`src/sv/psfg_pkg.sv`:
```
`timescale 1ns / 1ps
// Package for the playback sync frame generator: field widths, command and
// register codes, frame layout constants, the frame descriptor and the CRC-8 step.
// No dependencies.
package psfg_pkg;

	localparam int FUNC_W      = 3;
	localparam int TIME_W      = 32;
	localparam int IDX_W       = 8;
	localparam int PACK_W      = 16;
	localparam int BRI_W       = 8;
	localparam int BYTE_W      = 8;
	localparam int VER_W       = 2;
	localparam int INTERVAL_W  = 16;
	localparam int STAMP_W     = 16;
	localparam int BYTE_IDX_W  = 4;
	localparam int CFG_IDX_W   = 2;
	localparam int CFG_DATA_W  = 16;

	localparam int DEF_BURST_FRAMES = 3;
	localparam int DEF_QUEUE_DEPTH  = 2;

	localparam logic [BYTE_W-1:0]     RST_MAGIC    = 8'h00;
	localparam logic [VER_W-1:0]      RST_VERSION  = 2'd1;
	localparam logic [BYTE_W-1:0]     RST_POLY     = 8'h31;
	localparam logic [INTERVAL_W-1:0] RST_INTERVAL = 16'd100;

	localparam logic [BRI_W-1:0]      BRI_MAX      = 8'd100;
	localparam logic [BYTE_W-1:0]     FLAG_HARD    = 8'h02;
	localparam logic [BYTE_IDX_W-1:0] LAST_IDX     = 4'd13;

	typedef enum logic [FUNC_W-1:0] {
		FN_TICK   = 3'd0,
		FN_PLAY   = 3'd1,
		FN_STOP   = 3'd2,
		FN_SEEK   = 3'd3,
		FN_BRIGHT = 3'd4
	} func_t;

	typedef enum logic [CFG_IDX_W-1:0] {
		CFG_MAGIC    = 2'd0,
		CFG_VERSION  = 2'd1,
		CFG_POLY     = 2'd2,
		CFG_INTERVAL = 2'd3
	} cfg_idx_t;

	typedef enum logic {
		BK_IDLE = 1'b0,
		BK_SEND = 1'b1
	} back_state_t;

	typedef struct packed {
		logic [BYTE_W-1:0]  magic;
		logic [BYTE_W-1:0]  flags;
		logic [IDX_W-1:0]   index;
		logic [BYTE_W-1:0]  counter;
		logic [TIME_W-1:0]  progress;
		logic [STAMP_W-1:0] stamp;
		logic [BRI_W-1:0]   brightness;
		logic [PACK_W-1:0]  pack;
	} frame_desc_t;

	function automatic logic [BYTE_W-1:0] crc8_byte(
		input logic [BYTE_W-1:0] crc,
		input logic [BYTE_W-1:0] data,
		input logic [BYTE_W-1:0] poly
	);
		logic [BYTE_W-1:0] c;
		c = crc ^ data;
		for (int b = 0; b < BYTE_W; b++) begin
			if (c[BYTE_W-1]) begin
				c = {c[BYTE_W-2:0], 1'b0} ^ poly;
			end else begin
				c = {c[BYTE_W-2:0], 1'b0};
			end
		end
		return c;
	endfunction

endpackage

```
`src/sv/psfg_if.sv`:
```
`timescale 1ns / 1ps
// Channel interfaces of the playback sync frame generator: command items,
// frame byte items and configuration writes. Depends on psfg_pkg.
interface psfg_cmd_if import psfg_pkg::*; ();
	logic                  valid;
	logic                  ready;
	logic [FUNC_W-1:0]     func;
	logic [TIME_W-1:0]     now_ms;
	logic [IDX_W-1:0]      seq_index;
	logic [PACK_W-1:0]     pack_id;
	logic [BRI_W-1:0]      brightness;
	logic [TIME_W-1:0]     seek_progress_ms;

	modport source(output valid, func, now_ms, seq_index, pack_id, brightness,
		seek_progress_ms, input ready);
	modport sink(input valid, func, now_ms, seq_index, pack_id, brightness,
		seek_progress_ms, output ready);
endinterface

interface psfg_frm_if import psfg_pkg::*; ();
	logic                  valid;
	logic                  ready;
	logic [BYTE_W-1:0]     frame_byte;
	logic [BYTE_IDX_W-1:0] byte_index;
	logic                  frame_end;
	logic                  run_last;

	modport source(output valid, frame_byte, byte_index, frame_end, run_last, input ready);
	modport sink(input valid, frame_byte, byte_index, frame_end, run_last, output ready);
endinterface

interface psfg_cfg_if import psfg_pkg::*; ();
	logic                  valid;
	logic                  ready;
	logic [CFG_IDX_W-1:0]  index;
	logic [CFG_DATA_W-1:0] data;

	modport source(output valid, index, data, input ready);
	modport sink(input valid, index, data, output ready);
endinterface

```
`src/sv/psfg_front.sv`:
```
`timescale 1ns / 1ps
// Front part: accepts command and tick items, keeps the playback state and
// pushes one frame descriptor with its frame count. Depends on psfg_pkg, psfg_if.
module psfg_front import psfg_pkg::*; #(
	parameter int BURST_FRAMES = DEF_BURST_FRAMES,
	parameter int CNT_W        = $clog2(BURST_FRAMES + 1)
) (
	input  logic                  clk,
	input  logic                  arst_n,
	psfg_cmd_if.sink              cmd,
	input  logic [BYTE_W-1:0]     magic,
	input  logic [VER_W-1:0]      version,
	input  logic [INTERVAL_W-1:0] interval,
	input  logic                  q_full,
	output logic                  push,
	output frame_desc_t           push_desc,
	output logic [CNT_W-1:0]      push_cnt
);

	localparam logic [CNT_W-1:0] BURST_CNT = CNT_W'(BURST_FRAMES);
	localparam logic [CNT_W-1:0] ONE_CNT   = CNT_W'(1);

	logic               playing_q;
	logic [BYTE_W-1:0]  counter_q;
	logic [TIME_W-1:0]  start_q;
	logic [TIME_W-1:0]  last_send_q;
	logic [TIME_W-1:0]  progress_q;
	logic [IDX_W-1:0]   index_q;
	logic [PACK_W-1:0]  pack_q;
	logic [BRI_W-1:0]   bri_q;

	logic               playing_d;
	logic [BYTE_W-1:0]  counter_d;
	logic [TIME_W-1:0]  start_d;
	logic [TIME_W-1:0]  last_send_d;
	logic [TIME_W-1:0]  progress_d;
	logic [IDX_W-1:0]   index_d;
	logic [PACK_W-1:0]  pack_d;
	logic [BRI_W-1:0]   bri_d;
	logic [CNT_W-1:0]   frames;
	logic [TIME_W-1:0]  since_send;
	logic               due;
	logic               accept;

	assign cmd.ready  = !q_full;
	assign accept     = cmd.valid && cmd.ready;
	assign since_send = cmd.now_ms - last_send_q;
	assign due        = playing_q && (since_send >= {{(TIME_W-INTERVAL_W){1'b0}}, interval});

	always_comb begin
		playing_d   = playing_q;
		counter_d   = counter_q;
		start_d     = start_q;
		last_send_d = last_send_q;
		progress_d  = progress_q;
		index_d     = index_q;
		pack_d      = pack_q;
		bri_d       = bri_q;
		frames      = '0;
		case (cmd.func)
			FN_TICK: begin
				if (due) begin
					last_send_d = cmd.now_ms;
					progress_d  = cmd.now_ms - start_q;
					frames      = ONE_CNT;
				end
			end
			FN_PLAY: begin
				index_d     = cmd.seq_index;
				pack_d      = cmd.pack_id;
				bri_d       = cmd.brightness;
				playing_d   = 1'b1;
				start_d     = cmd.now_ms;
				progress_d  = '0;
				counter_d   = counter_q + 1'b1;
				last_send_d = cmd.now_ms;
				frames      = BURST_CNT;
			end
			FN_STOP: begin
				playing_d = 1'b0;
				frames    = BURST_CNT;
			end
			FN_SEEK: begin
				progress_d = cmd.seek_progress_ms;
				start_d    = cmd.now_ms - cmd.seek_progress_ms;
				counter_d  = counter_q + 1'b1;
				frames     = BURST_CNT;
			end
			FN_BRIGHT: begin
				bri_d  = (cmd.brightness > BRI_MAX) ? BRI_MAX : cmd.brightness;
				frames = BURST_CNT;
			end
			default: begin
				frames = '0;
			end
		endcase
	end

	always_ff @(posedge clk or negedge arst_n) begin
		if (!arst_n) begin
			playing_q   <= 1'b0;
			counter_q   <= '0;
			start_q     <= '0;
			last_send_q <= '0;
			progress_q  <= '0;
			index_q     <= '0;
			pack_q      <= '0;
			bri_q       <= '0;
		end else if (accept) begin
			playing_q   <= playing_d;
			counter_q   <= counter_d;
			start_q     <= start_d;
			last_send_q <= last_send_d;
			progress_q  <= progress_d;
			index_q     <= index_d;
			pack_q      <= pack_d;
			bri_q       <= bri_d;
		end
	end

	assign push     = accept && (frames != '0);
	assign push_cnt = frames;

	always_comb begin
		push_desc.magic      = magic;
		push_desc.flags      = {version, {(BYTE_W-VER_W){1'b0}}} | FLAG_HARD
			| {{(BYTE_W-1){1'b0}}, playing_d};
		push_desc.index      = index_d;
		push_desc.counter    = counter_d;
		push_desc.progress   = progress_d;
		push_desc.stamp      = cmd.now_ms[STAMP_W-1:0];
		push_desc.brightness = bri_d;
		push_desc.pack       = pack_d;
	end

endmodule

```
`src/sv/psfg_fifo.sv`:
```
`timescale 1ns / 1ps
// Short queue of frame descriptors between the front and back parts.
// Depends on psfg_pkg.
module psfg_fifo import psfg_pkg::*; #(
	parameter int WIDTH = 8,
	parameter int DEPTH = DEF_QUEUE_DEPTH
) (
	input  logic             clk,
	input  logic             arst_n,
	input  logic             push,
	input  logic [WIDTH-1:0] wdata,
	input  logic             pop,
	output logic [WIDTH-1:0] rdata,
	output logic             full,
	output logic             empty
);

	localparam int PTR_W = (DEPTH > 1) ? $clog2(DEPTH) : 1;
	localparam int CNT_W = $clog2(DEPTH + 1);
	localparam logic [PTR_W-1:0] LAST_PTR = PTR_W'(DEPTH - 1);
	localparam logic [CNT_W-1:0] DEPTH_C  = CNT_W'(DEPTH);

	logic [WIDTH-1:0] slot_q [DEPTH];
	logic [PTR_W-1:0] wr_q;
	logic [PTR_W-1:0] rd_q;
	logic [CNT_W-1:0] cnt_q;

	assign full  = (cnt_q == DEPTH_C);
	assign empty = (cnt_q == '0);
	assign rdata = slot_q[rd_q];

	always_ff @(posedge clk) begin
		if (push) begin
			slot_q[wr_q] <= wdata;
		end
	end

	always_ff @(posedge clk or negedge arst_n) begin
		if (!arst_n) begin
			wr_q  <= '0;
			rd_q  <= '0;
			cnt_q <= '0;
		end else begin
			if (push) begin
				wr_q <= (wr_q == LAST_PTR) ? '0 : wr_q + 1'b1;
			end
			if (pop) begin
				rd_q <= (rd_q == LAST_PTR) ? '0 : rd_q + 1'b1;
			end
			if (push && !pop) begin
				cnt_q <= cnt_q + 1'b1;
			end else if (pop && !push) begin
				cnt_q <= cnt_q - 1'b1;
			end
		end
	end

`ifndef SYNTH
	a_cnt_bound: assert property (@(posedge clk) disable iff (!arst_n)
		cnt_q <= DEPTH_C) else $error("queue count beyond depth");
	a_no_pop_empty: assert property (@(posedge clk) disable iff (!arst_n)
		pop |-> !empty) else $error("pop from empty queue");
	a_no_push_full: assert property (@(posedge clk) disable iff (!arst_n)
		push |-> !full) else $error("push into full queue");
	a_cnt_rise: assert property (@(posedge clk) disable iff (!arst_n)
		(push && !pop) |=> cnt_q == $past(cnt_q) + 1'b1) else $error("queue count lost a push");
`endif

endmodule

```
`src/sv/psfg_back.sv`:
```
`timescale 1ns / 1ps
// Back part: takes frame descriptors from the queue and sends their bytes with
// a running CRC-8 through a registered output stage. Depends on psfg_pkg, psfg_if.
module psfg_back import psfg_pkg::*; #(
	parameter int BURST_FRAMES = DEF_BURST_FRAMES,
	parameter int CNT_W        = $clog2(BURST_FRAMES + 1)
) (
	input  logic              clk,
	input  logic              arst_n,
	psfg_frm_if.source        frm,
	input  logic [BYTE_W-1:0] poly,
	input  logic              q_empty,
	input  frame_desc_t       q_desc,
	input  logic [CNT_W-1:0]  q_cnt,
	output logic              pop
);

	localparam logic [CNT_W-1:0] ONE_CNT = CNT_W'(1);

	back_state_t            state_q;
	back_state_t            state_d;
	frame_desc_t            desc_q;
	logic [CNT_W-1:0]       left_q;
	logic [BYTE_IDX_W-1:0]  idx_q;
	logic [BYTE_W-1:0]      crc_q;

	logic                   out_valid_q;
	logic [BYTE_W-1:0]      out_byte_q;
	logic [BYTE_IDX_W-1:0]  out_idx_q;
	logic                   out_end_q;
	logic                   out_last_q;

	logic                   advance;
	logic                   at_end;
	logic                   run_done;
	logic [BYTE_W-1:0]      cur_byte;
	logic [BYTE_W-1:0]      crc_in;

	assign at_end   = (idx_q == LAST_IDX);
	assign run_done = at_end && (left_q == ONE_CNT);

	always_comb begin
		state_d = state_q;
		case (state_q)
			BK_IDLE: begin
				if (!q_empty) begin
					state_d = BK_SEND;
				end
			end
			BK_SEND: begin
				if (advance && run_done) begin
					state_d = BK_IDLE;
				end
			end
			default: begin
				state_d = BK_IDLE;
			end
		endcase
	end

	always_comb begin
		pop     = 1'b0;
		advance = 1'b0;
		case (state_q)
			BK_IDLE: begin
				pop = !q_empty;
			end
			BK_SEND: begin
				advance = !out_valid_q || frm.ready;
			end
			default: begin
				pop     = 1'b0;
				advance = 1'b0;
			end
		endcase
	end

	always_comb begin
		case (idx_q)
			4'd0:    cur_byte = desc_q.magic;
			4'd1:    cur_byte = desc_q.flags;
			4'd2:    cur_byte = desc_q.index;
			4'd3:    cur_byte = desc_q.counter;
			4'd4:    cur_byte = desc_q.progress[31:24];
			4'd5:    cur_byte = desc_q.progress[23:16];
			4'd6:    cur_byte = desc_q.progress[15:8];
			4'd7:    cur_byte = desc_q.progress[7:0];
			4'd8:    cur_byte = desc_q.stamp[15:8];
			4'd9:    cur_byte = desc_q.stamp[7:0];
			4'd10:   cur_byte = desc_q.brightness;
			4'd11:   cur_byte = desc_q.pack[15:8];
			4'd12:   cur_byte = desc_q.pack[7:0];
			4'd13:   cur_byte = crc_q;
			default: cur_byte = crc_q;
		endcase
	end

	assign crc_in = (idx_q == '0) ? '0 : crc_q;

	always_ff @(posedge clk or negedge arst_n) begin
		if (!arst_n) begin
			state_q <= BK_IDLE;
			left_q  <= '0;
			idx_q   <= '0;
		end else begin
			state_q <= state_d;
			if (pop) begin
				left_q <= q_cnt;
				idx_q  <= '0;
			end else if (advance) begin
				if (at_end) begin
					idx_q  <= '0;
					left_q <= left_q - 1'b1;
				end else begin
					idx_q <= idx_q + 1'b1;
				end
			end
		end
	end

	always_ff @(posedge clk) begin
		if (pop) begin
			desc_q <= q_desc;
		end
		if (advance) begin
			crc_q <= crc8_byte(crc_in, cur_byte, poly);
		end
	end

	always_ff @(posedge clk or negedge arst_n) begin
		if (!arst_n) begin
			out_valid_q <= 1'b0;
		end else if (advance) begin
			out_valid_q <= 1'b1;
		end else if (frm.ready) begin
			out_valid_q <= 1'b0;
		end
	end

	always_ff @(posedge clk) begin
		if (advance) begin
			out_byte_q <= cur_byte;
			out_idx_q  <= idx_q;
			out_end_q  <= at_end;
			out_last_q <= run_done;
		end
	end

	assign frm.valid      = out_valid_q;
	assign frm.frame_byte = out_byte_q;
	assign frm.byte_index = out_idx_q;
	assign frm.frame_end  = out_end_q;
	assign frm.run_last   = out_last_q;

`ifndef SYNTH
	a_end_idx: assert property (@(posedge clk) disable iff (!arst_n)
		(out_valid_q && out_end_q) |-> out_idx_q == LAST_IDX) else $error("frame end off position");
	a_last_end: assert property (@(posedge clk) disable iff (!arst_n)
		(out_valid_q && out_last_q) |-> out_end_q) else $error("run end inside a frame");
	a_done_idle: assert property (@(posedge clk) disable iff (!arst_n)
		(advance && run_done) |=> state_q == BK_IDLE) else $error("send kept after last byte");
	a_send_left: assert property (@(posedge clk) disable iff (!arst_n)
		(state_q == BK_SEND) |-> left_q != '0) else $error("sending with no frames left");
`endif

endmodule

```
`src/sv/playback_sync_frame_generator.sv`:
```
`timescale 1ns / 1ps
// Playback sync frame generator top level: configuration registers, front part,
// descriptor queue and back part. Depends on psfg_pkg, psfg_if and all psfg_ modules.
// A command item is accepted while the descriptor queue (QUEUE_DEPTH entries, two by
// default) has room, so items can follow one another back to back; a play, stop,
// seek or brightness item yields 14 * BURST_FRAMES frame bytes, a due tick 14 bytes,
// and other items none. The byte sender sets throughput: one byte per cycle while the
// sink is ready, and it pauses to load each descriptor before sending its bytes.
// Configuration writes are taken every cycle. Magic and version are captured when
// an item is accepted, but the CRC polynomial is read as bytes are sent, so write
// registers only while no item is in flight.
module playback_sync_frame_generator import psfg_pkg::*; #(
	parameter int BURST_FRAMES = DEF_BURST_FRAMES,
	parameter int QUEUE_DEPTH  = DEF_QUEUE_DEPTH
) (
	input  logic         clk,
	input  logic         arst_n,
	psfg_cmd_if.sink     cmd,
	psfg_frm_if.source   frm,
	psfg_cfg_if.sink     cfg
);

	localparam int CNT_W = $clog2(BURST_FRAMES + 1);
	localparam int Q_W   = $bits(frame_desc_t) + CNT_W;

	logic [BYTE_W-1:0]     magic_q;
	logic [VER_W-1:0]      version_q;
	logic [BYTE_W-1:0]     poly_q;
	logic [INTERVAL_W-1:0] interval_q;

	logic                  push;
	frame_desc_t           push_desc;
	logic [CNT_W-1:0]      push_cnt;
	logic                  pop;
	logic [Q_W-1:0]        q_rdata;
	logic                  q_full;
	logic                  q_empty;
	frame_desc_t           q_desc;
	logic [CNT_W-1:0]      q_cnt;

	assign cfg.ready = 1'b1;

	always_ff @(posedge clk or negedge arst_n) begin
		if (!arst_n) begin
			magic_q    <= RST_MAGIC;
			version_q  <= RST_VERSION;
			poly_q     <= RST_POLY;
			interval_q <= RST_INTERVAL;
		end else if (cfg.valid && cfg.ready) begin
			case (cfg.index)
				CFG_MAGIC:    magic_q    <= cfg.data[BYTE_W-1:0];
				CFG_VERSION:  version_q  <= cfg.data[VER_W-1:0];
				CFG_POLY:     poly_q     <= cfg.data[BYTE_W-1:0];
				CFG_INTERVAL: interval_q <= cfg.data[INTERVAL_W-1:0];
				default:      magic_q    <= magic_q;
			endcase
		end
	end

	psfg_front #(
		.BURST_FRAMES(BURST_FRAMES),
		.CNT_W       (CNT_W)
	) u_front (
		.clk      (clk),
		.arst_n   (arst_n),
		.cmd      (cmd),
		.magic    (magic_q),
		.version  (version_q),
		.interval (interval_q),
		.q_full   (q_full),
		.push     (push),
		.push_desc(push_desc),
		.push_cnt (push_cnt)
	);

	psfg_fifo #(
		.WIDTH(Q_W),
		.DEPTH(QUEUE_DEPTH)
	) u_fifo (
		.clk   (clk),
		.arst_n(arst_n),
		.push  (push),
		.wdata ({push_cnt, push_desc}),
		.pop   (pop),
		.rdata (q_rdata),
		.full  (q_full),
		.empty (q_empty)
	);

	assign q_cnt  = q_rdata[Q_W-1 -: CNT_W];
	assign q_desc = frame_desc_t'(q_rdata[$bits(frame_desc_t)-1:0]);

	psfg_back #(
		.BURST_FRAMES(BURST_FRAMES),
		.CNT_W       (CNT_W)
	) u_back (
		.clk    (clk),
		.arst_n (arst_n),
		.frm    (frm),
		.poly   (poly_q),
		.q_empty(q_empty),
		.q_desc (q_desc),
		.q_cnt  (q_cnt),
		.pop    (pop)
	);

endmodule
```
`src/flat_wrapper.sv`:
```
// flat-port wrapper written by rule: the top's interface ports become plain ports
module playback_sync_frame_generator_flat import psfg_pkg::*;
#(
	parameter int BURST_FRAMES = DEF_BURST_FRAMES,
	parameter int QUEUE_DEPTH  = DEF_QUEUE_DEPTH
)
  (clk, arst_n, cmd_valid, cmd_func, cmd_now_ms, cmd_seq_index, cmd_pack_id, cmd_brightness, cmd_seek_progress_ms, cmd_ready, frm_valid, frm_frame_byte, frm_byte_index, frm_frame_end, frm_run_last, frm_ready, cfg_valid, cfg_index, cfg_data, cfg_ready);
  psfg_cmd_if cmd_i ();
  psfg_frm_if frm_i ();
  psfg_cfg_if cfg_i ();
  input  logic clk;
  input  logic arst_n;
  input wire logic [$bits(cmd_i.valid)-1:0] cmd_valid;
  input wire logic [$bits(cmd_i.func)-1:0] cmd_func;
  input wire logic [$bits(cmd_i.now_ms)-1:0] cmd_now_ms;
  input wire logic [$bits(cmd_i.seq_index)-1:0] cmd_seq_index;
  input wire logic [$bits(cmd_i.pack_id)-1:0] cmd_pack_id;
  input wire logic [$bits(cmd_i.brightness)-1:0] cmd_brightness;
  input wire logic [$bits(cmd_i.seek_progress_ms)-1:0] cmd_seek_progress_ms;
  output wire logic [$bits(cmd_i.ready)-1:0] cmd_ready;
  output wire logic [$bits(frm_i.valid)-1:0] frm_valid;
  output wire logic [$bits(frm_i.frame_byte)-1:0] frm_frame_byte;
  output wire logic [$bits(frm_i.byte_index)-1:0] frm_byte_index;
  output wire logic [$bits(frm_i.frame_end)-1:0] frm_frame_end;
  output wire logic [$bits(frm_i.run_last)-1:0] frm_run_last;
  input wire logic [$bits(frm_i.ready)-1:0] frm_ready;
  input wire logic [$bits(cfg_i.valid)-1:0] cfg_valid;
  input wire logic [$bits(cfg_i.index)-1:0] cfg_index;
  input wire logic [$bits(cfg_i.data)-1:0] cfg_data;
  output wire logic [$bits(cfg_i.ready)-1:0] cfg_ready;
  assign cmd_i.valid = cmd_valid;
  assign cmd_i.func = cmd_func;
  assign cmd_i.now_ms = cmd_now_ms;
  assign cmd_i.seq_index = cmd_seq_index;
  assign cmd_i.pack_id = cmd_pack_id;
  assign cmd_i.brightness = cmd_brightness;
  assign cmd_i.seek_progress_ms = cmd_seek_progress_ms;
  assign cmd_ready = cmd_i.ready;
  assign frm_valid = frm_i.valid;
  assign frm_frame_byte = frm_i.frame_byte;
  assign frm_byte_index = frm_i.byte_index;
  assign frm_frame_end = frm_i.frame_end;
  assign frm_run_last = frm_i.run_last;
  assign frm_i.ready = frm_ready;
  assign cfg_i.valid = cfg_valid;
  assign cfg_i.index = cfg_index;
  assign cfg_i.data = cfg_data;
  assign cfg_ready = cfg_i.ready;
  playback_sync_frame_generator #(.BURST_FRAMES(BURST_FRAMES), .QUEUE_DEPTH(QUEUE_DEPTH)) u_core (.clk(clk), .arst_n(arst_n), .cmd(cmd_i), .frm(frm_i), .cfg(cfg_i));
endmodule
```
`config.mk`:
```
export PLATFORM = sky130hd
export DESIGN_NAME = playback_sync_frame_generator_flat
export DESIGN_NICKNAME = d
export VERILOG_FILES = /design/src/sv/psfg_pkg.sv /design/src/sv/psfg_if.sv /design/src/sv/psfg_front.sv /design/src/sv/psfg_fifo.sv /design/src/sv/psfg_back.sv /design/src/sv/playback_sync_frame_generator.sv /design/src/flat_wrapper.sv
export SDC_FILE = /design/constraint.sdc
export NUM_CORES = 1
export LEC_CHECK = 0
export BUFFER_PORTS_ARGS = -buffer_cell sky130_fd_sc_hd__clkbuf_2
export CORE_MARGIN = 10
export CORE_UTILIZATION = 55
export DETAILED_ROUTE_END_ITERATION = 8
export PLACE_DENSITY = 0.77
export SYNTH_ARGS = -nofsm -noshare
export SYNTH_HDL_FRONTEND = slang
export SYNTH_HIERARCHICAL = 1
export SYNTH_SLANG_ARGS = --single-unit
```
`constraint.sdc`:
```
create_clock -name clk -period 13.6 [get_ports clk]
set_clock_uncertainty 0.05 [all_clocks]
set_input_delay 2.72 -clock clk [delete_from_list [all_inputs] [get_ports clk]]
set_output_delay 2.72 -clock clk [all_outputs]
set_load 0.02 [all_outputs]
```
# Yosys cells after proc, flatten, opt, wreduce, memory -nomap -nowiden
# Memory sizes are Yosys's and may differ from the RTL's.
# Index checks and enable logic that the tools add are counted.
[word_totals]
input_bits = 122
wordCells = 162
ramBits = 212
n_memories = 1
ff_bits = 309
[mem_list]
columns = ["name", "words", "width", "read_ports", "rd_clocked_by_memory_dff", "wr", "line", "rtl"]
rows = [
  ["u_core.u_fifo.slot_q", 2, 106, 1, 0, 1, "psfg_fifo.sv:23", "logic [WIDTH-1:0] slot_q [DEPTH];"],
]
[classes]
addsub = 10
n_reduce_logical = 33
n_eq_ne = 23
magnitude_cmp = 2
muxes = 49
n_bitwise = 11
[op_table]
columns = ["cell", "n"]
rows = [
  ["two-way mux 8 bit", 19],
  ["case mux 32 bit (2 select lines)", 2],
  ["case mux 8 bit (13 select lines)", 1],
  ["case mux 32 bit (3 select lines)", 1],
  ["subtractor 32 bit", 3],
  ["bitwise XOR 8 bit", 9],
  ["two-way mux 32 bit", 2],
  ["greater-or-equal comparator 32 x 16 -> 1 bit", 1],
  ["equality test 4 bit, second input constant", 6],
  ["equality test 4 x 3 -> 1 bit, second input constant", 4],
  ["two-way mux 16 bit", 1],
  ["case mux 8 bit (2 select lines)", 1],
  ["nonzero test 2 bit", 7],
  ["two-way mux 4 bit", 3],
  ["AND reduction 2 bit", 6],
  ["two-way mux 1 bit", 11],
  ["two-way mux 2 bit", 5],
  ["adder 8 x 1 -> 8 bit, second input constant", 1],
  ["equality test 4 x 2 -> 1 bit, second input constant", 2],
  ["greater-than comparator 8 x 7 -> 1 bit, second input constant", 1],
  ["OR 8 x 1 -> 8 bit", 1],
  ["logical AND 1 bit", 7],
  ["equality test 2 bit, second input constant", 3],
  ["equality test 3 x 2 -> 1 bit, second input constant", 2],
  ["other kinds (20)", 29],
]

# Depth between registers and ports, before layout
# Gate-level depths: netlist (run 1).
[depth]
depth_word = 26
ltp_mapped = 26

# By module
# The synthesis (run 1) kept the hierarchy.
[by_module_without_submodules]
columns = ["module", "area_per_inst_um2", "seq_area_each_um2", "instances", "cells_each"]
rows = [
  ["psfg_front", 12828.6, 3428.3, 1, 1583],
  ["psfg_fifo", 7950.1, 6466.2, 1, 346],
  ["psfg_back", 7388.3, 3983.8, 1, 606],
  ["playback_sync_frame_generator", 1312.5, 859.6, 1, 75],
]

# Least setup slack after synthesis (run 1)
# OpenSTA, ideal clock, no wires.
[synth_path]
path_kind = "in2reg"
start = "in cmd_now_ms[0]"
end = "mem u_core/u_fifo/slot_q[0][0] (netlist name) (enable)"
setup_ns = 0.585
path_buffers = 2
arrival_ns = 11.062
path_slack_ns = 1.904
required_ns = 12.965
stages = 20
cell_sequence = "inv_1 > ha_1 > fa_1 > nand2b_1 > a21o_1 > a21oi_1 > o41ai_2 > xnor2_1 > ha_1 > nand4_1 > or4_1 > o2111ai_1 > a221oi_2 > nand4_1 > o41ai_4 > or2_1 > buf_2 > buf_4 > a21oi_1 > nor2b_1"
[synth_via]
elab_chain_len = 9
[synth_lines]
columns = ["element", "line", "rtl"]
rows = [
  ["start, declared", "flat_wrapper.sv:15", "input wire logic [$bits(cmd_i.now_ms)-1:0] cmd_now_ms;"],
  ["subtractor 32 bit", "psfg_front.sv:47", "assign since_send = cmd.now_ms - last_send_q;"],
  ["greater-or-equal comparator 32 x 16 -> 1 bit", "psfg_front.sv:48", "assign due = playing_q && (since_send >= {{(TIME_W-INTERVAL_W){1'b0}}, interval});"],
  ["logical AND 1 bit", "psfg_front.sv:48", ""],
  ["two-way mux 1 bit", "psfg_front.sv:62", "if (due) begin"],
  ["case mux 2 bit (2 select lines)", "psfg_front.sv:60", "case (cmd.func)"],
  ["nonzero test 2 bit", "psfg_front.sv:121", "assign push = accept && (frames != '0);"],
  ["logical AND 1 bit", "psfg_front.sv:121", ""],
  ["net u_core.push", "playback_sync_frame_generator.sv:31", "logic push;"],
  ["two-way mux 1 bit", "psfg_fifo.sv:33", "if (push) begin"],
  ["two-way mux 1 bit (not written as such)", "psfg_fifo.sv:34", "slot_q[wr_q] <= wdata;"],
  ["end, declared", "psfg_fifo.sv:23", ""],
]
# The timed path passes the listed nets, and every way through them passes these cells.

# Worst setup path after layout (run 1)
[layout_path]
start = "in cmd_now_ms[0]"
end = "mem u_core/u_fifo/slot_q[1][32] (netlist name) (enable)"
# The elaborated chain is that of the path after synthesis.

==> flow_summary.toml, run 1 <==
[power]
clkPwrFrac_pct = 17.9
switching_fraction_of_total_power_pct = 40.8
vdd.ir_drop.worst_mv = 0.280
p_per_area_nw_per_um2 = 266
cellInternalPower_mw = 5.08
netSwitchingPower_mw = 3.51
power.sequential.fraction_pct = 28.3
static-leakage-power_nw = 13.2
power.share.combinational_pct = 53.7

[flow_run]
max-cap-violations = 0

[timing]
fin_tns_setup_ps = 0
period_needed_ps = 8490
hold_viol = 0
post-route-period-util_pct = 62.4
worst_slew_margin_pct = 19.9
finalSetupViolCount = 0
timing.fmax_mhz = 118
worstMarginPinSlew_ps = 1200
rsz0062_at_grt = "no"
timing.final.ws_setup_ps = 5110
timing.final.max_slew_violations = 0

[cts]
numClockSinks = 521
ctsHoldBuffers = 0
htree_num_levels = 2
root_buffer = "sky130_fd_sc_hd__clkbuf_16"
tritoncts = "built"
path_clk_slew_ps = 60
cts-resized-gates = 0
cts_buffers = 55
insertion_delay_ps = 630
postCtsSetupBuffers = 0
clock_path_buffers = 3

[global_routing]
antenna_found_initial = 2
grt_overflow_total = 0
grt_pass1_wl_mm = 121
first_global_vias = 21100
grt_max_degree = 73
groute.usage.overall_pct = 24.1

[synthesis]
ys_warn_count = 6
synth.largest_area_cell = "sky130_fd_sc_hd__edfxtp_1"
synth_area_leaders = "sky130_fd_sc_hd__edfxtp_1 (34%), sky130_fd_sc_hd__dfrtp_1 (15%), sky130_fd_sc_hd__mux2_2 (6.8%), sky130_fd_sc_hd__ha_1 (4.8%), sky130_fd_sc_hd__nand2_1 (3.1%)"
syn-mean-instance-area_um2 = 11.3
yosysSeqAreaShare_pct = 50.0
synth_enable_flop_cells = 338
synthDominantCellAreaShare_pct = 34.4
postSynthRegisterBits = 521
number_of_distinct_library_cells_after_synthesis = 120
synthesis.area_um2 = 29500
syn-instance-count = 2610
synth_flop_type = "sky130_fd_sc_hd__edfxtp_1"
async_reset_ff_share_pct = 35.1

[worst_setup_path]
critical_path.n_buffers_inverters = 4
largest_delay_share_family_worst_path = "simple AND/OR/NAND/NOR gates"
worst_setup_path_end_kind = "flip-flop"
cp.required_ps = 13760
crit_chain = "clkbuf_2, inv_1, ha_1, fa_1, nand2b_1, a21o_1, a21oi_1, o41ai_2, xnor2_1, ha_1, nand4_1, or4_1, o2111ai_1, a221oi_2, nand4_1, o41ai_4, buf_4, or2_1, a21oi_1, and2_4, buf_4"
critPathMaxStageDelay_ps = 810
arrival_ps = 8650
startpoint_type = "input pin"
cp_max_fo = 61
worst-setup-path-type = "in -> reg"
slowest_stage = "sky130_fd_sc_hd__buf_4"

[place]
final_gp_congestion = 0.928
pre_cts_ws_ps = 4520
placement.io_buffers = 137
numPlacedInstances = 3312
dp_hpwl_mm = 55.9

[finish]
post_layout_nets = 2918
multi_input_comb_area_um2 = 13400
final_cells = 3417
register_area_um2 = 14700
n_fill_cell = 4063
layout-area-overhead-vs-synth_pct = 9.58
drive_gt1_share_pct = 19.6

[floorplan]
num_rows = 84
die_width_um = 252
die_area_um2 = 63300
floorplan.initialDensity_pct = 55.8
die_y_um = 252
placeableCoreArea_um2 = 52900
floorplan.io_pins = 139

[routing]
antenna_violating_nets_post_route = 0
drc_errors = 0
drt_pre_antenna_iters = 6
avgViaCountPerCell = 6.22
totalWireLength_mm = 78.4
route.vias.total = 21300
detail_route.wl_per_cell_um = 22.9
drtIter0Drc = 2289

[worst_hold_path]
worst_min_delay_path_class = "reg -> reg"

[outcome]
status = "completed"
worst reg2reg max path, cell delays in order (launching register included):
cell and delay (ps):
sky130_fd_sc_hd__dfrtp_1 780, sky130_fd_sc_hd__buf_4 410, sky130_fd_sc_hd__mux2_1 430, sky130_fd_sc_hd__a32o_1 280, sky130_fd_sc_hd__nor4b_4 480, sky130_fd_sc_hd__mux2_4 370, sky130_fd_sc_hd__nand2_2 180, sky130_fd_sc_hd__o221ai_1 150
sky130_fd_sc_hd__o311ai_2 840, sky130_fd_sc_hd__nand2_1 160, sky130_fd_sc_hd__xnor2_1 260, sky130_fd_sc_hd__or4_1 740, sky130_fd_sc_hd__a211oi_4 430, sky130_fd_sc_hd__nor3_1 90, sky130_fd_sc_hd__mux2i_1 170, sky130_fd_sc_hd__xnor3_1 460
per-layer routing:
| metal | up-vias | GRT usage (%) | routed length (um) |
|---|---|---|---|
| met1 | 10400 | 30.2 | 31500 |
| met3 | 190 | 4.28 | 5790 |
| met2 | 946 | 40.9 | 38000 |
| li1 | 9768 | - | - |
| met5 | - | 0 | 11 |
| met4 | 2 | 9.52 | 3040 |
final timing paths:
path | slack, ps | cells after the start | endpoint | from
max | 5110 | 21 | u_core/u_fifo/slot_q[1][32]$_DFFE_PP_ | cmd_now_ms[0]
max reg2reg | 7030 | 15 | u_core/u_back/crc_q[5]$_DFFE_PP_ | u_core/u_back/idx_q[3]$_DFFE_PN0P_
min reg2reg | 420 | 2 | u_core/u_front/pack_q[1]$_DFFE_PN0P_ | u_core/u_front/pack_q[1]$_DFFE_PN0P_
max in group asynchronous | 9380 | 3 | u_core/u_fifo/rd_q$_DFFE_PN0P_ | arst_n
min | 420 | 2 | u_core/u_front/pack_q[1]$_DFFE_PN0P_ | u_core/u_front/pack_q[1]$_DFFE_PN0P_
min in group asynchronous | 2090 | 1 | u_core/u_front/start_q[0]$_DFFE_PN0P_ | arst_n
cell usage in the layout (no fill, tap or decap), types with 42 or more instances in the layout:
cell,netlist,layout
sky130_fd_sc_hd__dfrtp_1,176,175
sky130_fd_sc_hd__edfxtp_1,338,338
sky130_fd_sc_hd__a21oi_1,126,126
sky130_fd_sc_hd__inv_1,153,153
sky130_fd_sc_hd__clkbuf_16,0,57
sky130_fd_sc_hd__nor3_1,49,49
sky130_fd_sc_hd__nor2_1,145,144
sky130_fd_sc_hd__xor2_1,54,54
sky130_fd_sc_hd__clkbuf_2,0,136
sky130_fd_sc_hd__nand2_1,241,240
sky130_fd_sc_hd__mux2i_1,48,48
sky130_fd_sc_hd__mux2_2,178,178
sky130_fd_sc_hd__xnor2_1,69,69
sky130_fd_sc_hd__a21o_1,46,46
sky130_fd_sc_hd__o21ai_0,138,138
sky130_fd_sc_hd__ha_1,112,112
sky130_fd_sc_hd__nand3_1,42,42
registers in the layout (all words and copies together), names as in the netlist, 2 cells and up:
| register | cells |
|---|---|
| u_core/u_back/crc_q | 8 |
| u_core/u_front/bri_q | 8 |
| u_core/u_front/last_send_q | 32 |
| u_core/u_fifo/cnt_q | 2 |
| u_core/u_back/frm.byte_index | 4 |
| u_core/u_fifo/slot_q | 212 |
| u_core/u_front/pack_q | 16 |
| u_core/u_back/idx_q | 4 |
| u_core/u_back/frm.frame_byte | 8 |
| u_core/u_back/left_q | 2 |
| u_core/u_back/desc_q | 104 |
| u_core/magic_q | 8 |
| u_core/poly_q | 8 |
| u_core/version_q | 2 |
| u_core/u_front/counter_q | 8 |
| u_core/u_front/start_q | 32 |
| u_core/u_front/progress_q | 32 |
| u_core/interval_q | 16 |
| u_core/u_front/index_q | 8 |
cell usage after synthesis, types with 8 or more instances:
library cell	instances
sky130_fd_sc_hd__nand4_1	19
sky130_fd_sc_hd__o22a_1	12
sky130_fd_sc_hd__o221ai_1	10
sky130_fd_sc_hd__nor2_1	145
sky130_fd_sc_hd__o31a_1	8
sky130_fd_sc_hd__a31oi_1	15
sky130_fd_sc_hd__buf_4	44
sky130_fd_sc_hd__or3_1	15
sky130_fd_sc_hd__inv_1	153
sky130_fd_sc_hd__nand2b_1	21
sky130_fd_sc_hd__a221o_1	30
sky130_fd_sc_hd__a22o_1	8
sky130_fd_sc_hd__buf_6	12
sky130_fd_sc_hd__o21ai_0	138
sky130_fd_sc_hd__buf_2	28
sky130_fd_sc_hd__a221oi_1	9
sky130_fd_sc_hd__edfxtp_1	338
sky130_fd_sc_hd__a21oi_1	126
sky130_fd_sc_hd__mux2_2	178
sky130_fd_sc_hd__nand2_1	241
sky130_fd_sc_hd__ha_1	112
sky130_fd_sc_hd__nor4_1	10
sky130_fd_sc_hd__mux2i_1	48
sky130_fd_sc_hd__and3_1	20
sky130_fd_sc_hd__a211oi_1	17
sky130_fd_sc_hd__xor2_1	54
sky130_fd_sc_hd__nor2b_1	20
sky130_fd_sc_hd__clkbuf_1	60
sky130_fd_sc_hd__and2_1	16
sky130_fd_sc_hd__a22oi_1	10
sky130_fd_sc_hd__xnor2_1	69
sky130_fd_sc_hd__nor3_1	49
sky130_fd_sc_hd__o311ai_0	9
sky130_fd_sc_hd__o31ai_1	13
sky130_fd_sc_hd__dfrtp_1	176
sky130_fd_sc_hd__o21a_1	31
sky130_fd_sc_hd__nand3_1	42
sky130_fd_sc_hd__a21o_1	46
sky130_fd_sc_hd__mux2_4	31
sky130_fd_sc_hd__o211ai_1	13
cells by family after synthesis:
| kind of cell | Yosys count | share of synthesized area (%) |
|---|---|---|
| compound gates | 607 | 14.4 |
| buf+inv | 305 | 4.87 |
| mux | 265 | 10.4 |
| flops | 521 | 50.0 |
| other cells | 3 | 0.0382 |
| fa+ha+maj | 115 | 4.96 |
| simple gates | 662 | 11.0 |
| xor+xnor | 132 | 4.32 |
power groups by stage:
stage	Combinational, mW	Sequential (mW)	Clock [mW]
finish	4.61	2.43	1.54
floorplan	3.54	2.41	0
global placement	4.44	2.44	0
global route	4.97	2.47	1.62
detailed placement	4.54	2.46	0
CTS	4.57	2.43	1.56
cell type report:
| class | instances | share of cell area [%] |
|---|---|---|
| timing repair buffer | 162 | 2.73 |
| antenna | 1 | 0.00775 |
| clock inverter | 28 | 0.895 |
| sequential | 521 | 45.6 |
| tap | 688 | 2.66 |
| multi-input combinational | 1787 | 41.3 |
| clock buffer | 76 | 4.95 |
| inverter | 154 | 1.79 |
metrics by stage:
stage          cell area, um2  util (%)  total power, mW  hold WS (ps)
5_1_grt                 32300      61.1             9.06           444
3_5_place_dp            30400      57.5             7.00           409
4_1_cts                 32300      61.1             8.56           425
6_report                32300      61.1             8.59           420
3_3_place_gp            30400      57.5             6.88           403
2_1_floorplan           29500         -             5.95           392
No activity file was read; power rests on OpenSTA's default activity.
==> run 2: changes to the inputs <==
- clock period: 13.6 -> 8.69 ns (I/O delays scaled with it)
==> flow_summary.toml, run 2 (synthesis results as in run 1) <==
[power]
vdd.ir_drop.worst_mv = 0.438
static-leakage-power_nw = 13.1
p_per_area_nw_per_um2 = 420
total_power_mw = 13.6

[worst_setup_path]
startpoint_type = "input pin"
worst-setup-path-type = "in -> reg"
reg2reg_setup_slack_ps = 2440
cp.required_ps = 8910
arrival_ps = 7430
critPathMaxStageDelay_ps = 850
slowest_stage = "sky130_fd_sc_hd__and2_4"
worst_setup_path_end_kind = "flip-flop"
worst_r2r_endpoint = "u_core/u_fifo/slot_q[1][32]$_DFFE_PP_"
worstReg2RegStart = "u_core/u_front/last_send_q[1]$_DFFE_PN0P_"
cp_max_fo = 68
reg2reg_depth = 21
crit_chain = "clkbuf_2, inv_1, ha_1, fa_1, nand2b_1, a21o_1, a21oi_1, o41ai_2, xnor2_1, ha_1, nand4_1, or4_1, o2111ai_1, a221oi_2, nand4_1, o41ai_4, buf_4, or2_1, a21oi_1, and2_4, buf_4"

[routing]
drtIter0Drc = 2210
drc_errors = 0
antenna_violating_nets_post_route = 0
drt_pre_antenna_iters = 6
route.vias.total = 21300
avgViaCountPerCell = 6.24
totalWireLength_mm = 77.3
detail_route.wl_per_cell_um = 22.6

[finish]
layout_common_cells = "sky130_fd_sc_hd__edfxtp_1 (338), sky130_fd_sc_hd__nand2_1 (240), sky130_fd_sc_hd__mux2_2 (178)"
drive_gt1_share_pct = 19.1
largest_register_ffs = 212
diodes = 0
post_layout_nets = 2920
largestRegisters = "u_core/u_fifo/slot_q: 212 flops, u_core/u_back/desc_q: 104 flops"
finalInstanceArea_um2 = 32300
most_common_cell_after_layout_fill_and_taps_aside = "sky130_fd_sc_hd__edfxtp_1"
layout-area-overhead-vs-synth_pct = 9.58
largest-register = "u_core/u_fifo/slot_q"
n_fill_cell = 4156

[cts]
ctsHoldBuffers = 0
tritoncts = "built"
path_clk_slew_ps = 60
cts-resized-gates = 0
insertion_delay_ps = 620
cts_buffers = 53
htree_num_levels = 2
postCtsSetupBuffers = 0
clock_path_buffers = 3
numClockSinks = 521
root_buffer = "sky130_fd_sc_hd__clkbuf_16"

[timing]
fin_tns_setup_ps = 0
period_needed_ps = 7210
hold_viol = 0
timing.final.max_slew_violations = 0
post-route-period-util_pct = 83.0
worstMarginPinSlew_ps = 1320
timing.fmax_mhz = 139
rsz0062_at_grt = "no"
worst_slew_margin_pct = 11.9
finalSetupViolCount = 0

[outcome]
status = "completed"

[worst_hold_path]
hold_start = "u_core/u_front/pack_q[4]$_DFFE_PN0P_"
worst_min_delay_path_class = "reg -> reg"
worst_hold_path.endpoint = "u_core/u_front/pack_q[4]$_DFFE_PN0P_"
hold_path_stages = 2

[floorplan]
floorplan.initialDensity_pct = 55.8
num_rows = 84
floorplan.io_pins = 139
die_area_um2 = 63300
die_width_um = 252
die_y_um = 252
placeableCoreArea_um2 = 52900

[place]
final_gp_congestion = 0.928
postPlaceCellArea_um2 = 30400
placement.io_buffers = 137
dp_hpwl_mm = 55.4

[global_routing]
grt_max_degree = 79
antenna_found_initial = 0
grt_overflow_total = 0
grt_pass1_wl_mm = 120
groute.usage.overall_pct = 24.0
first_global_vias = 21200

[flow_run]
max-cap-violations = 0
[run 2: cell count changes in the layout (fill, tap and decap cells not counted)]
cell,delta
sky130_fd_sc_hd__inv_6,-4
sky130_fd_sc_hd__clkinv_1,+5
sky130_fd_sc_hd__buf_4,+4
sky130_fd_sc_hd__clkinv_4,-4
sky130_fd_sc_hd__clkbuf_16,-3
sky130_fd_sc_hd__diode_2,-1
sky130_fd_sc_hd__clkinvlp_4,+1
sky130_fd_sc_hd__o311ai_2,-1
sky130_fd_sc_hd__clkinv_16,+1
sky130_fd_sc_hd__bufinv_16,+6
sky130_fd_sc_hd__clkbuf_1,+9
sky130_fd_sc_hd__o311ai_1,+1
sky130_fd_sc_hd__clkbuf_8,-8
sky130_fd_sc_hd__clkinv_2,-7
[run 2: metal layers]
layer  wire (um)  vias up  GRT usage, %
li1            -     9747             -
met1       31500    10400          30.6
met2       37900      982          41.2
met3        5390      163          3.77
met4        2560        0          7.93
met5           0        -             0
[run 2: critical path, delay by kind of cell]
kind | cells | cell delay [ps]
AOI/OAI and AO/OA | 7 | 1480
and+or+nand+nor | 6 | 2180
adders and majority gates | 3 | 990
xor gates and xnor gates | 1 | 160
buffers and inverters | 4 | 830
[run 2: area by class of cell]
type	count	area, um2	share of cell area, %
sequential	521	14700	45.6
multi-input combinational	1787	13300	41.3
clock buffer	74	1450	4.48
timing repair buffer	166	912	2.82
tap	688	861	2.66
inverter	154	578	1.79
clock inverter	26	420	1.30
[run 2: worst max path at each step]
stage	startpoint	end	depth (start not counted)
CTS	cmd_now_ms[0]	u_core/u_fifo/slot_q[1][32]$_DFFE_PP_	21
global route	cmd_now_ms[0]	u_core/u_fifo/slot_q[1][32]$_DFFE_PP_	23
detailed placement	cmd_now_ms[0]	u_core/u_fifo/slot_q[1][36]$_DFFE_PP_	23
floorplan	cmd_now_ms[0]	u_core/u_fifo/slot_q[0][0]$_DFFE_PP_	20
finish	cmd_now_ms[0]	u_core/u_fifo/slot_q[1][32]$_DFFE_PP_	21
global placement	cmd_now_ms[0]	u_core/u_fifo/slot_q[1][4]$_DFFE_PP_	21
[run 2: stage by stage]
| stage | utilization [%] | hold WS, ps | instances | setup WS (ps) |
|---|---|---|---|---|
| 3_5_place_dp | 57.6 | 408 | 3316 | 927 |
| 4_1_cts | 61.1 | 424 | 3416 | 1530 |
| 3_3_place_gp | 57.6 | 403 | 3316 | 1070 |
| 6_report | 61.1 | 420 | 3416 | 1480 |
| 5_1_grt | 61.1 | 443 | 3416 | 1130 |
| 2_1_floorplan | - | 392 | 2613 | 13.4 |
[run 2: power breakdown]
group	leakage, nW	switching [mW]	total (mW)	internal [mW]
logic	6.93	4.22	7.32	3.10
registers	5.33	0.328	3.81	3.48
clock network	0.890	0.989	2.43	1.44
==> run 3: changes to the inputs <==
- PLACE_DENSITY: 0.77 -> 0.79
- clock period: 8.69 -> 6.4 ns (I/O delays scaled with it)
==> flow_summary.toml, run 3 (synthesis results as in run 1) <==
[outcome]
status = "complete, but fails checks"
failed_checks = "DRC"

[global_routing]
groute.usage.overall_pct = 24.2
grt_pass1_wl_mm = 121
first_global_vias = 21400
grt_overflow_total = 0
grt_max_degree = 86
antenna_found_initial = 0

[place]
dp_hpwl_mm = 57.0
placement.io_buffers = 137
postPlaceCellArea_um2 = 31000
numPlacedInstances = 3356
final_gp_congestion = 0.936

[worst_setup_path]
crit_chain = "clkbuf_2, inv_12, ha_4, fa_2, nand2b_4, a21o_1, a21oi_2, o41ai_2, xnor2_1, ha_1, a21oi_1, a21boi_0, a2111o_1, nor4_1, o2111ai_2, a221oi_2, nand4_1, o41ai_4, buf_4, nand2_1, nand3_2, buf_12, mux2_2"
worst_r2r_endpoint = "u_core/u_back/crc_q[2]$_DFFE_PP_"
critPathMaxStageDelay_ps = 450
startpoint_type = "input pin"
cp.required_ps = 6830
slowest_stage = "sky130_fd_sc_hd__o41ai_4"
reg2reg_depth = 14
critical_path.n_buffers_inverters = 4
cp-startpoint = "cmd_now_ms[0]"
largest_delay_share_family_worst_path = "compound AO/OA/AOI/OAI gates"
worstReg2RegStart = "u_core/u_back/idx_q[1]$_DFFE_PN0P_"
worst-setup-path-type = "in -> reg"
cp_max_fo = 32
arrival_ps = 6530
worst_setup_path_end_kind = "flip-flop"
reg2reg_setup_slack_ps = 550

[floorplan]
die_area_um2 = 63300
num_rows = 84
floorplan.initialDensity_pct = 55.8
floorplan.io_pins = 139
die_y_um = 252
placeableCoreArea_um2 = 52900
die_width_um = 252

[routing]
route.vias.total = 21500
detail_route.wl_per_cell_um = 22.7
drc_errors = 2
avgViaCountPerCell = 6.21
drtIter0Drc = 2100
drt_pre_antenna_iters = 9
totalWireLength_mm = 78.2
antenna_violating_nets_post_route = 0

[worst_hold_path]
worst_min_delay_path_class = "reg -> reg"
hold_path_stages = 2
worst_hold_path.endpoint = "u_core/u_front/pack_q[6]$_DFFE_PN0P_"
hold_start = "u_core/u_front/pack_q[6]$_DFFE_PN0P_"

[power]
static-leakage-power_nw = 13.3
vdd.ir_drop.worst_mv = 0.695
p_per_area_nw_per_um2 = 557
total_power_mw = 18.2

[finish]
final_core_util_pct = 61.9
most_common_cell_after_layout_fill_and_taps_aside = "sky130_fd_sc_hd__edfxtp_1"
largest_register_ffs = 212
largest-register = "u_core/u_fifo/slot_q"
diodes = 0
layout-area-overhead-vs-synth_pct = 10.9
finalInstanceArea_um2 = 32700
drive_gt1_share_pct = 20.9
final_cells = 3454
layout_common_cells = "sky130_fd_sc_hd__edfxtp_1 (338), sky130_fd_sc_hd__nand2_1 (240), sky130_fd_sc_hd__mux2_2 (178)"
largestRegisters = "u_core/u_fifo/slot_q: 212 flops, u_core/u_back/desc_q: 104 flops"
post_layout_nets = 2959

[cts]
tritoncts = "built"
root_buffer = "sky130_fd_sc_hd__clkbuf_16"
htree_num_levels = 2
cts_buffers = 52
path_clk_slew_ps = 60
postCtsSetupBuffers = 0
numClockSinks = 521
ctsHoldBuffers = 0
cts-resized-gates = 0
insertion_delay_ps = 610
clock_path_buffers = 3

[timing]
period_needed_ps = 6100
post-route-period-util_pct = 95.3
hold_viol = 0
rsz0062_at_grt = "no"
worstMarginPinSlew_ps = 1230
finalSetupViolCount = 0
worst_slew_margin_pct = 17.8
timing.fmax_mhz = 164
timing.final.max_slew_violations = 0

[flow_run]
max-cap-violations = 0
==> run 3: cell types whose count changed in the layout (fill, tap and decap cells not counted), sizes merged <==
cell      change
inv           +2
buf          +40
clkinv        +8
bufinv        -4
clkinvlp      +4
clkbuf       -12
==> run 3: area by class of cell <==
class,instances,area [um2]
fill,4081,20200
sequential,521,14700
multi-input combinational,1787,13400
clock buffer,62,1380
timing repair buffer,206,1330
tap,688,861
inverter,154,591
clock inverter,36,362
==> run 3: per-stage QoR <==
step | hold WS (ps) | TNS [ps] | setup WS, ps
2_1_floorplan | 392 | -49140 | -375
3_3_place_gp | 403 | -77.4 | -4.90
3_5_place_dp | 409 | -16760 | -191
4_1_cts | 424 | 0 | 420
5_1_grt | 441 | 0 | 120
6_report | 419 | 0 | 301
==> run 3: routing by layer <==
layer / vias to the layer above / part of all wire (%) / track usage (%) / routed length, um
li1: 9843 / - / - / -
met1: 10500 / 41 / 30.7 / 31700
met2: 947 / 49 / 40.8 / 38000
met3: 168 / 7.0 / 3.93 / 5460
met4: 0 / 3.9 / 9.66 / 3050
met5: - / 0 / 0 / 0
==> run 3: worst reg2reg max path, cell delays in order (launching register included) <==
cell	delay, ps
sky130_fd_sc_hd__dfrtp_1	860
sky130_fd_sc_hd__nor2b_1	250
sky130_fd_sc_hd__a32o_1	360
sky130_fd_sc_hd__nor4b_4	490
sky130_fd_sc_hd__mux2_4	370
sky130_fd_sc_hd__and2_4	180
sky130_fd_sc_hd__nor4_4	370
sky130_fd_sc_hd__or4_1	330
sky130_fd_sc_hd__nand3_1	200
sky130_fd_sc_hd__and3_4	240
sky130_fd_sc_hd__or4_1	690
sky130_fd_sc_hd__a211oi_4	450
sky130_fd_sc_hd__nor3_1	90
sky130_fd_sc_hd__mux2i_1	210
sky130_fd_sc_hd__xnor3_1	440
==> run 3: worst max path at each step <==
stage	cells after the start	to
5_1_grt	23	u_core/u_front/last_send_q[12]$_DFFE_PN0P_
3_3_place_gp	23	u_core/u_front/last_send_q[28]$_DFFE_PN0P_
4_1_cts	23	u_core/u_front/last_send_q[6]$_DFFE_PN0P_
2_1_floorplan	20	u_core/u_fifo/slot_q[0][0]$_DFFE_PP_
6_report	23	u_core/u_front/last_send_q[6]$_DFFE_PN0P_
3_5_place_dp	23	u_core/u_front/last_send_q[13]$_DFFE_PN0P_
==> run 3: report_power, final <==
group / total, mW / internal [mW] / switching (mW)
sequential: 5.19 / 4.73 / 0.467
combinational: 9.95 / 4.35 / 5.60
clock: 3.09 / 1.76 / 1.33
